===== src/design/kfr_pkg.sv =====
`timescale 1ns / 1ps
// ----------------------------------------------------------------------------
// Keyframe resampler package
// Shared widths, register indexes, controller states and the command and
// status bundles that join the controller to the datapath.
// ----------------------------------------------------------------------------
package kfr_pkg;

   localparam int MAX_GAP    = 64;
   localparam int FRAME_RATE = 30;

   localparam int TIME_W    = 24;
   localparam int TIME_FRAC = 16;
   localparam int RAW_W     = 16;
   localparam int SCALE_W   = 24;
   localparam int POS_W     = 40;
   localparam int FRAME_W   = 13;
   localparam int FRAME_MAX = 2 ** FRAME_W - 1;
   localparam int AXES      = 3;

   localparam int RATE_W = $clog2(FRAME_RATE + 1);
   localparam int PROD_W = TIME_W + RATE_W;
   localparam int DIFF_W = POS_W + 1;
   localparam int GAP_W  = $clog2(MAX_GAP + 1);

   localparam int DIV_STEPS = DIFF_W;
   localparam int DIV_CNT_W = $clog2(DIV_STEPS + 1);

   localparam int CSR_IDX_W  = 2;
   localparam int CSR_DATA_W = SCALE_W;

   localparam logic [SCALE_W-1:0] SCALE_RESET = SCALE_W'(1 << 20);

   localparam logic [CSR_IDX_W-1:0] CSR_SCALE_X = CSR_IDX_W'(0);
   localparam logic [CSR_IDX_W-1:0] CSR_SCALE_Y = CSR_IDX_W'(1);
   localparam logic [CSR_IDX_W-1:0] CSR_SCALE_Z = CSR_IDX_W'(2);

   typedef enum logic [2:0] {
      ST_IDLE,
      ST_CALC,
      ST_DECIDE,
      ST_DIV_START,
      ST_DIV_WAIT,
      ST_FILL,
      ST_KEY_OUT
   } kfr_state_type;

   typedef struct packed {
      logic capture;
      logic calc;
      logic decide;
      logic div_start;
      logic fill_init;
      logic emit_fill;
      logic emit_key;
      logic skip_key;
   } kfr_cmd_type;

   typedef struct packed {
      logic emit_needed;
      logic fill_needed;
      logic div_done;
      logic fill_last;
      logic slot_free;
   } kfr_status_type;

endpackage


===== src/design/kfr_ctrl.sv =====
`timescale 1ns / 1ps
// ----------------------------------------------------------------------------
// Keyframe resampler controller
// Sequences one key through scaling, gap decision, division and the fill
// and key responses.
// ----------------------------------------------------------------------------
module kfr_ctrl (
   input  logic                    clock,
   input  logic                    reset,
   input  logic                    req_valid,
   output logic                    req_ready,
   input  kfr_pkg::kfr_status_type status,
   output kfr_pkg::kfr_cmd_type    cmd
);
   import kfr_pkg::*;

   kfr_state_type state_ff, state_in;

   always_comb begin
      state_in = state_ff;
      case (state_ff)
         ST_IDLE: begin
            if (req_valid) begin
               state_in = ST_CALC;
            end
         end
         ST_CALC: begin
            state_in = ST_DECIDE;
         end
         ST_DECIDE: begin
            if (!status.emit_needed) begin
               state_in = ST_IDLE;
            end else if (status.fill_needed) begin
               state_in = ST_DIV_START;
            end else begin
               state_in = ST_KEY_OUT;
            end
         end
         ST_DIV_START: begin
            state_in = ST_DIV_WAIT;
         end
         ST_DIV_WAIT: begin
            if (status.div_done) begin
               state_in = ST_FILL;
            end
         end
         ST_FILL: begin
            if (status.slot_free && status.fill_last) begin
               state_in = ST_KEY_OUT;
            end
         end
         ST_KEY_OUT: begin
            if (status.slot_free) begin
               state_in = ST_IDLE;
            end
         end
         default: begin
            state_in = ST_IDLE;
         end
      endcase
   end

   always_comb begin
      cmd       = '0;
      req_ready = 1'b0;
      case (state_ff)
         ST_IDLE: begin
            req_ready   = 1'b1;
            cmd.capture = req_valid;
         end
         ST_CALC: begin
            cmd.calc = 1'b1;
         end
         ST_DECIDE: begin
            cmd.decide   = 1'b1;
            cmd.skip_key = ~status.emit_needed;
         end
         ST_DIV_START: begin
            cmd.div_start = 1'b1;
         end
         ST_DIV_WAIT: begin
            cmd.fill_init = status.div_done;
         end
         ST_FILL: begin
            cmd.emit_fill = status.slot_free;
         end
         ST_KEY_OUT: begin
            cmd.emit_key = status.slot_free;
         end
         default: ;
      endcase
   end

   always_ff @(posedge clock) begin
      if (reset) begin
         state_ff <= ST_IDLE;
      end else begin
         state_ff <= state_in;
      end
   end

endmodule


===== config.mk =====
export PLATFORM = sky130hd
export DESIGN_NAME = kfr_ctrl
export DESIGN_NICKNAME = d
export VERILOG_FILES = /design/src/design/kfr_pkg.sv /design/src/design/kfr_ctrl.sv
export SDC_FILE = /design/constraint.sdc
export NUM_CORES = 1
export LEC_CHECK = 0
export ABC_CLOCK_PERIOD_IN_PS = 1360
export BUFFER_PORTS_ARGS = -buffer_cell sky130_fd_sc_hd__buf_2
export CAP_MARGIN = 20
export CORE_AREA = 2 2 39 41
export CTS_CLUSTER_DIAMETER = 150
export CTS_CLUSTER_SIZE = 40
export DETAILED_ROUTE_END_ITERATION = 8
export DIE_AREA = 0 0 41 43
export PLACE_DENSITY = 0.51
export SYNTH_ARGS = -nofsm -noshare
export SYNTH_HDL_FRONTEND = slang
export SYNTH_SLANG_ARGS = --single-unit
export TNS_END_PERCENT = 50

===== constraint.sdc =====
create_clock -name clock -period 1.36 [get_ports clock]
set_clock_uncertainty 0.05 [all_clocks]
set_input_delay 0.204 -clock clock [delete_from_list [all_inputs] [get_ports clock]]
set_output_delay 0.204 -clock clock [all_outputs]
set_load 0.01 [all_outputs]

* Word level (Yosys, flattened, before mapping) *
Index checks and enable logic that the tools add are counted.

storage, ports and cells
  word-level logic and storage cells = 31
  input bits = 8
  output and inout bits = 9
  flip-flop bits (word level) = 3

operators by class
  reductions and logical operators = 3
  bitwise gates (word level) = 1
  equal/unequal tests = 10
  mux-type cells = 16

operator list
  cell                count
  $pmux 3 s7          1
  $mux 3              6
  $eq 3x3->1 const B  3
  $mux 1              9
  $ne 2x2->1 const B  4
  $eq 3x2->1 const B  2
  $reduce_and 4->1    1
  $eq 3x1->1 const B  1
  $logic_not 3->1     1
  $logic_and 1x1->1   1
  $not 1->1           1

* Longest topological paths before layout *
Gate-level depths: netlist of run 1.

  depth in word-level cells = 3
  gate-level depth with buffers = 4
  mapped depth without buffers = 3

* Worst setup path before layout of run 1 *
Ideal clock, no wire load.

  kind = register to output
  start point = reg state_ff[2]
  end point = out cmd[7] in the netlist's numbering
  arrival = 1.042 ns
  data required time = 1.106 ns
  buffers on the path = 1
  path slack = 0.064 ns
  stages on the path, launching flop included = 4
  cell sequence = dfxtp_1 buf_2 nor3_1 and2_1

RTL lines
  what                    line            text
  from (decl)             kfr_ctrl.sv:17  kfr_state_type state_ff, state_in;
  from (signal assigned)  kfr_ctrl.sv:98  state_ff <= state_in;
  to (decl)               kfr_ctrl.sv:13  output kfr_pkg::kfr_cmd_type cmd

==> results of run 1 <==
==> cell type report <==
cell class                      instances  area (µm²)  share of cell area
Inverter                                1        3.75             0.00906
Clock buffer                            4        26.3              0.0634
Tap cell                               16        20.0              0.0483
Multi-Input combinational cell         27         183               0.441
Sequential cell                         3        71.3               0.172
Timing Repair Buffer                   20         110               0.266
==> path summary, 6_finish.rpt <==
check                                                 to  slack [ns]
worst min-delay path            state_ff[0]$_SDFFE_PP0P_        0.12
worst min register to register  state_ff[2]$_SDFFE_PP0P_        0.48
worst max-delay path                              cmd[2]        0.02
worst max register to register  state_ff[0]$_SDFFE_PP0P_        0.14
==> placed cells by master (no fill, tap or decap), types with 2 or more instances in the layout <==
cell,instances
nor3_1,2
a21oi_1,2
nand2_1,3
nor3b_1,2
nor2b_1,3
buf_2,16
buf_4,4
clkbuf_4,3
and3_1,2
dfxtp_4,3
==> repair_timing <==
| item | in CTS | in global routing |
|---|---|---|
| buffers inserted | 3 | 0 |
| cloned | 0 | 0 |
| hold buffers | 0 | 0 |
| pin swaps | 1 | 2 |
| endpoints found under the setup margin | 8 | 5 |
| gates resized for setup | 6 | 1 |
==> logic make-up (layout without fill, tap and decap cells) <==
logic type             count (synthesis)  count (layout)  synth area share
buffers and inverters                  3              25            0.0547
flip-flops                             3               3             0.239
AND/OR/NAND/NOR                       19              19             0.478
AO/OA/AOI/OAI                          8               8             0.229
==> power by group through the flow <==
stage	registers (mW)	clock network (mW)	logic, mW
after floorplan	0.107	0	0.0670
after global placement	0.118	0	0.0981
after detailed placement	0.118	0	0.0975
after CTS	0.115	0.164	0.115
after global routing	0.117	0.169	0.129
final	0.116	0.152	0.114
==> per-layer routing <==
layer | GRT usage | up-vias | share of wire
met1 | 0.124 | 140 | 0.44
met3 | 0.0262 | 2 | 0.072
li1 | - | 167 | -
met4 | 0.100 | 0 | 0.015
met2 | 0.113 | 9 | 0.47
met5 | 0 | - | 0
==> results.json, run 1 <==
{
  "timing.rr.start": "state_ff[2]$_SDFFE_PP0P_",
  "path_clk_slew_ns": 0.03,
  "cp_max_fo": 7,
  "clock-sinks": 3,
  "final_util": 0.299,
  "ys_ff_latch": 3,
  "seqPwrFrac": 0.303,
  "fill_cells": 159,
  "tightest_slew_ns": 0.178,
  "path_delay_family": "simple AND/OR/NAND/NOR gates",
  "max_stage_delay_ns": 0.36,
  "yosys_warnings": 0,
  "antenna_found_initial": 0,
  "avgSynthCellArea_um2": 7.62,
  "track_usage": 0.0950,
  "finalCritPeriodShare": 0.988,
  "fin_tns_setup_ns": 0,
  "netSwitchingFraction": 0.298,
  "ff2ff_path_depth": 3,
  "reg_top3": "state_ff (3)",
  "synth_ff_type": "dfxtp_1",
  "root_buffer": "clkbuf_4",
  "setup_ws_ns": 0.0166,
  "clkLatencyLatePin_ns": 0.23,
  "max_freq_mhz": 744,
  "slew_violations": 0,
  "drtPass1Iterations": 4,
  "area_delta_synth_final_pct": 64.7,
  "ys_seq_area_frac": 0.239,
  "critPathKind": "reg -> out",
  "cp.depth": 3,
  "cp_cell_sequence": "and2b_1, and3_1, buf_2",
  "synthTopCellsByCount": "3 x dfxtp_1, 3 x nand2_1, 3 x nor2b_1, 3 x nor3_1",
  "synth-async-reset-ratio": 0,
  "cp.buffers_inverters": 1,
  "synthCells": 33,
  "die_h_um": 43,
  "dieArea_um2": 1760,
  "end_kind": "output port",
  "drc": 0,
  "hold_viol": 0,
  "gr-total-overflow": 0,
  "rsz0062_at_grt": "yes",
  "fin_crit_ns": 1.34,
  "p_comb_frac": 0.300,
  "wl_per_cell_um": 10.2,
  "crit_required_ns": 1.11,
  "first_global_vias": 270,
  "place_area_um2": 349,
  "htreeDepth": 1,
  "regMostFlops": "state_ff",
  "fp.dieW_um": 41,
  "max_slew_margin": 0.881,
  "cp.arrival_ns": 1.09,
  "power_leakage_nw": 0.205,
  "vias_per_cell": 4.48,
  "num_antenna_cells": 0,
  "initial_core_util": 0.182,
  "core-area_um2": 1380,
  "finalSetupViolations": 0,
  "synth_area_um2": 251,
  "hold_class": "in -> reg",
  "ant_nets": 0,
  "largest_reg_flops": 3,
  "rows": 14,
  "drt_iter0_markers": 2,
  "p_switching_mw": 0.114,
  "wl_um": 727,
  "place_inst": 64,
  "clkPwrFrac": 0.397,
  "synth.distinct_cells": 21,
  "cts_max_path_buffers": 2,
  "status": "complete, no violations",
  "drv_cap": 0,
  "peakVddDrop_mv": 0.380,
  "p_total_mw": 0.382,
  "fin_hold_ws_ns": 0.117,
  "syn-num-nets": 41,
  "vias": 318,
  "netlist.area_leader.share": 0.239,
  "place_worst_setup_slack_ns": 0.0514,
  "synth_edf_count": 0,
  "layout-drive-gt1-share": 0.545,
  "numCtsBuffers": 3,
  "grt_pass1_wl_um": 1110,
  "hp-start": "reset",
  "ys_top_cells_by_area": "dfxtp_1 24%, nor2b_1 7.5%, nor3_1 6.0%",
  "worstHoldPathCells": 2,
  "dp_hpwl_um": 519,
  "io_buffers": 16,
  "finalInstanceArea_um2": 414,
  "intPower_mw": 0.268,
  "grt_max_degree": 13,
  "nNetsFinal": 64,
  "fin_cells": 71,
  "gp_congestion": 0.784,
  "critPathLaunch": "state_ff[1]$_SDFFE_PP0P_",
  "cts_tree": "done",
  "io_pins": 17,
  "synth_top_area_cell": "dfxtp_1",
  "critPathSlowestCell": "dfxtp_4",
  "power_density_nw_per_um2": 922,
  "cp-start-kind": "register"
}
(Power assumes the default switching activity.)
==> inputs of run 2 (changes only) <==
CAP_MARGIN = not set   (was 20)
GPL_TIMING_DRIVEN = 0   (was not set)
==> results.json, run 2 (synthesized netlist as in run 1, its figures left out) <==
{
  "regMostFlops": "state_ff",
  "final_common_cell": "buf_2",
  "finalCritPeriodShare": 1.04,
  "seqPwrFrac": 0.272,
  "fin_crit_ns": 1.41,
  "violations": "setup timing",
  "nNetsFinal": 69,
  "drc": 0,
  "reg_top3": "state_ff (3)",
  "fill_cells": 153,
  "cp_max_fo": 5,
  "dieArea_um2": 1760,
  "root_buffer": "clkbuf_4",
  "cts_tree": "done",
  "wl_per_cell_um": 9.91,
  "crit_required_ns": 1.11,
  "hold_viol": 0,
  "clkPwrFrac": 0.380,
  "setup_ws_ns": -0.0522,
  "initial_core_util": 0.182,
  "power_leakage_nw": 0.234,
  "wl_met2_um": 387,
  "max_slew_margin": 0.888,
  "finalInstanceArea_um2": 473,
  "core-area_um2": 1380,
  "status": "complete, but fails checks",
  "slew_violations": 0,
  "end_kind": "output port",
  "wl_met1_um": 306,
  "vias_per_cell": 4.57,
  "max_freq_mhz": 708,
  "path_clk_slew_ns": 0.04,
  "drt_iter0_markers": 4,
  "layout-drive-gt1-share": 0.600,
  "finalSetupViolations": 3,
  "p_switching_mw": 0.127,
  "netSwitchingFraction": 0.304,
  "layout_common_cells": "16 x buf_2, 5 x buf_4, 4 x buf_6",
  "rows": 14,
  "ant_nets": 0,
  "io_pins": 17,
  "final_util": 0.342,
  "grt_pass1_wl_um": 1100,
  "peakVddDrop_mv": 0.477,
  "first_global_vias": 292,
  "maxUsedRoutingLayer": "met3",
  "htreeDepth": 1,
  "p_comb_frac": 0.349,
  "die_h_um": 43,
  "clock-sinks": 3,
  "cp-start-kind": "register",
  "tightest_slew_ns": 0.168,
  "area_delta_synth_final_pct": 88.1,
  "gp_congestion": 0.718,
  "vias": 347,
  "io_buffers": 16,
  "numCtsBuffers": 3,
  "track_usage": 0.0952,
  "place_area_um2": 352,
  "num_antenna_cells": 0,
  "dr_wl_met3_um": 59,
  "wl_um": 753,
  "holdBufCountCts": 0,
  "critPathKind": "reg -> out",
  "cp.arrival_ns": 1.16,
  "clkLatencyLatePin_ns": 0.23,
  "fp.dieW_um": 41,
  "cts_max_path_buffers": 2,
  "hold_class": "in -> reg",
  "largest_reg_flops": 3,
  "drtPass1Iterations": 4,
  "rsz0062_at_grt": "yes",
  "dp_hpwl_um": 523,
  "grt_max_degree": 9,
  "gr-total-overflow": 0,
  "drv_cap": 0,
  "antenna_found_initial": 0,
  "power_density_nw_per_um2": 880,
  "intPower_mw": 0.290
}
==> run 2: changes by cell type in the layout (fill, tap and decap cells not counted), sizes merged <==
cell | before | now
buf | 20 | 25
==> run 2: path summary, 6_finish.rpt <==
path	startpoint	to	slack, ns	cells past startpoint
setup / recovery	state_ff[2]$_SDFFE_PP0P_	cmd[2]	-0.05	4
hold / removal	reset	state_ff[0]$_SDFFE_PP0P_	0.1	2
setup reg to reg	state_ff[2]$_SDFFE_PP0P_	state_ff[0]$_SDFFE_PP0P_	0.11	4
hold reg to reg	state_ff[0]$_SDFFE_PP0P_	state_ff[0]$_SDFFE_PP0P_	0.51	2
==> run 2: what timing repair did <==
item                       4_1_cts  5_1_grt
buffers inserted                 7        0
setup endpoints to repair        9        7
resized for setup                9        4
pin swaps                        2        3
==> run 2: layout make-up <==
cell class | count | area, µm² | share of cell area
multi-input cells | 27 | 194 | 0.410
repair buffers | 23 | 140 | 0.296
flip-flops and latches | 3 | 66.3 | 0.140
clock buffers | 4 | 26.3 | 0.0556
plain buffers | 2 | 22.5 | 0.0476
well taps | 16 | 20.0 | 0.0423
inverters | 1 | 3.75 | 0.00794
==> run 2: through the flow <==
stage / setup WS [ns] / total power [mW] / hold slack, ns / setup TNS (ns) / cells
global route: -0.0990 / 0.451 / 0.0933 / -0.448 / 76
floorplan: 0.0645 / 0.174 / 0.216 / 0 / 33
finish: -0.0522 / 0.416 / 0.0973 / -0.113 / 76
detailed placement: 0.0688 / 0.218 / 0.354 / 0 / 65
global placement: 0.0696 / 0.217 / 0.354 / 0 / 65
CTS: -0.0528 / 0.418 / 0.0923 / -0.125 / 76
==> run 2: power by group through the flow <==
stage | Clock, mW | Sequential (mW) | Combinational, mW
4_1_cts | 0.167 | 0.111 | 0.140
6_report | 0.158 | 0.113 | 0.145
3_5_place_dp | 0 | 0.110 | 0.108
3_3_place_gp | 0 | 0.110 | 0.107
5_1_grt | 0.177 | 0.114 | 0.159
2_1_floorplan | 0 | 0.107 | 0.0670
==> run 2: layer usage <==
metal  vias up  global-route usage
li1        178                   -
met1       158              0.0927
met2        11               0.159
met3         0              0.0314
met4         0              0.0600
met5         -                   0
==> run 2: critical path: stages, from the launching register on <==
cell,delay (ns)
dfxtp_2,0.32
buf_6,0.13
and2b_1,0.18
and3_1,0.17
buf_2,0.13
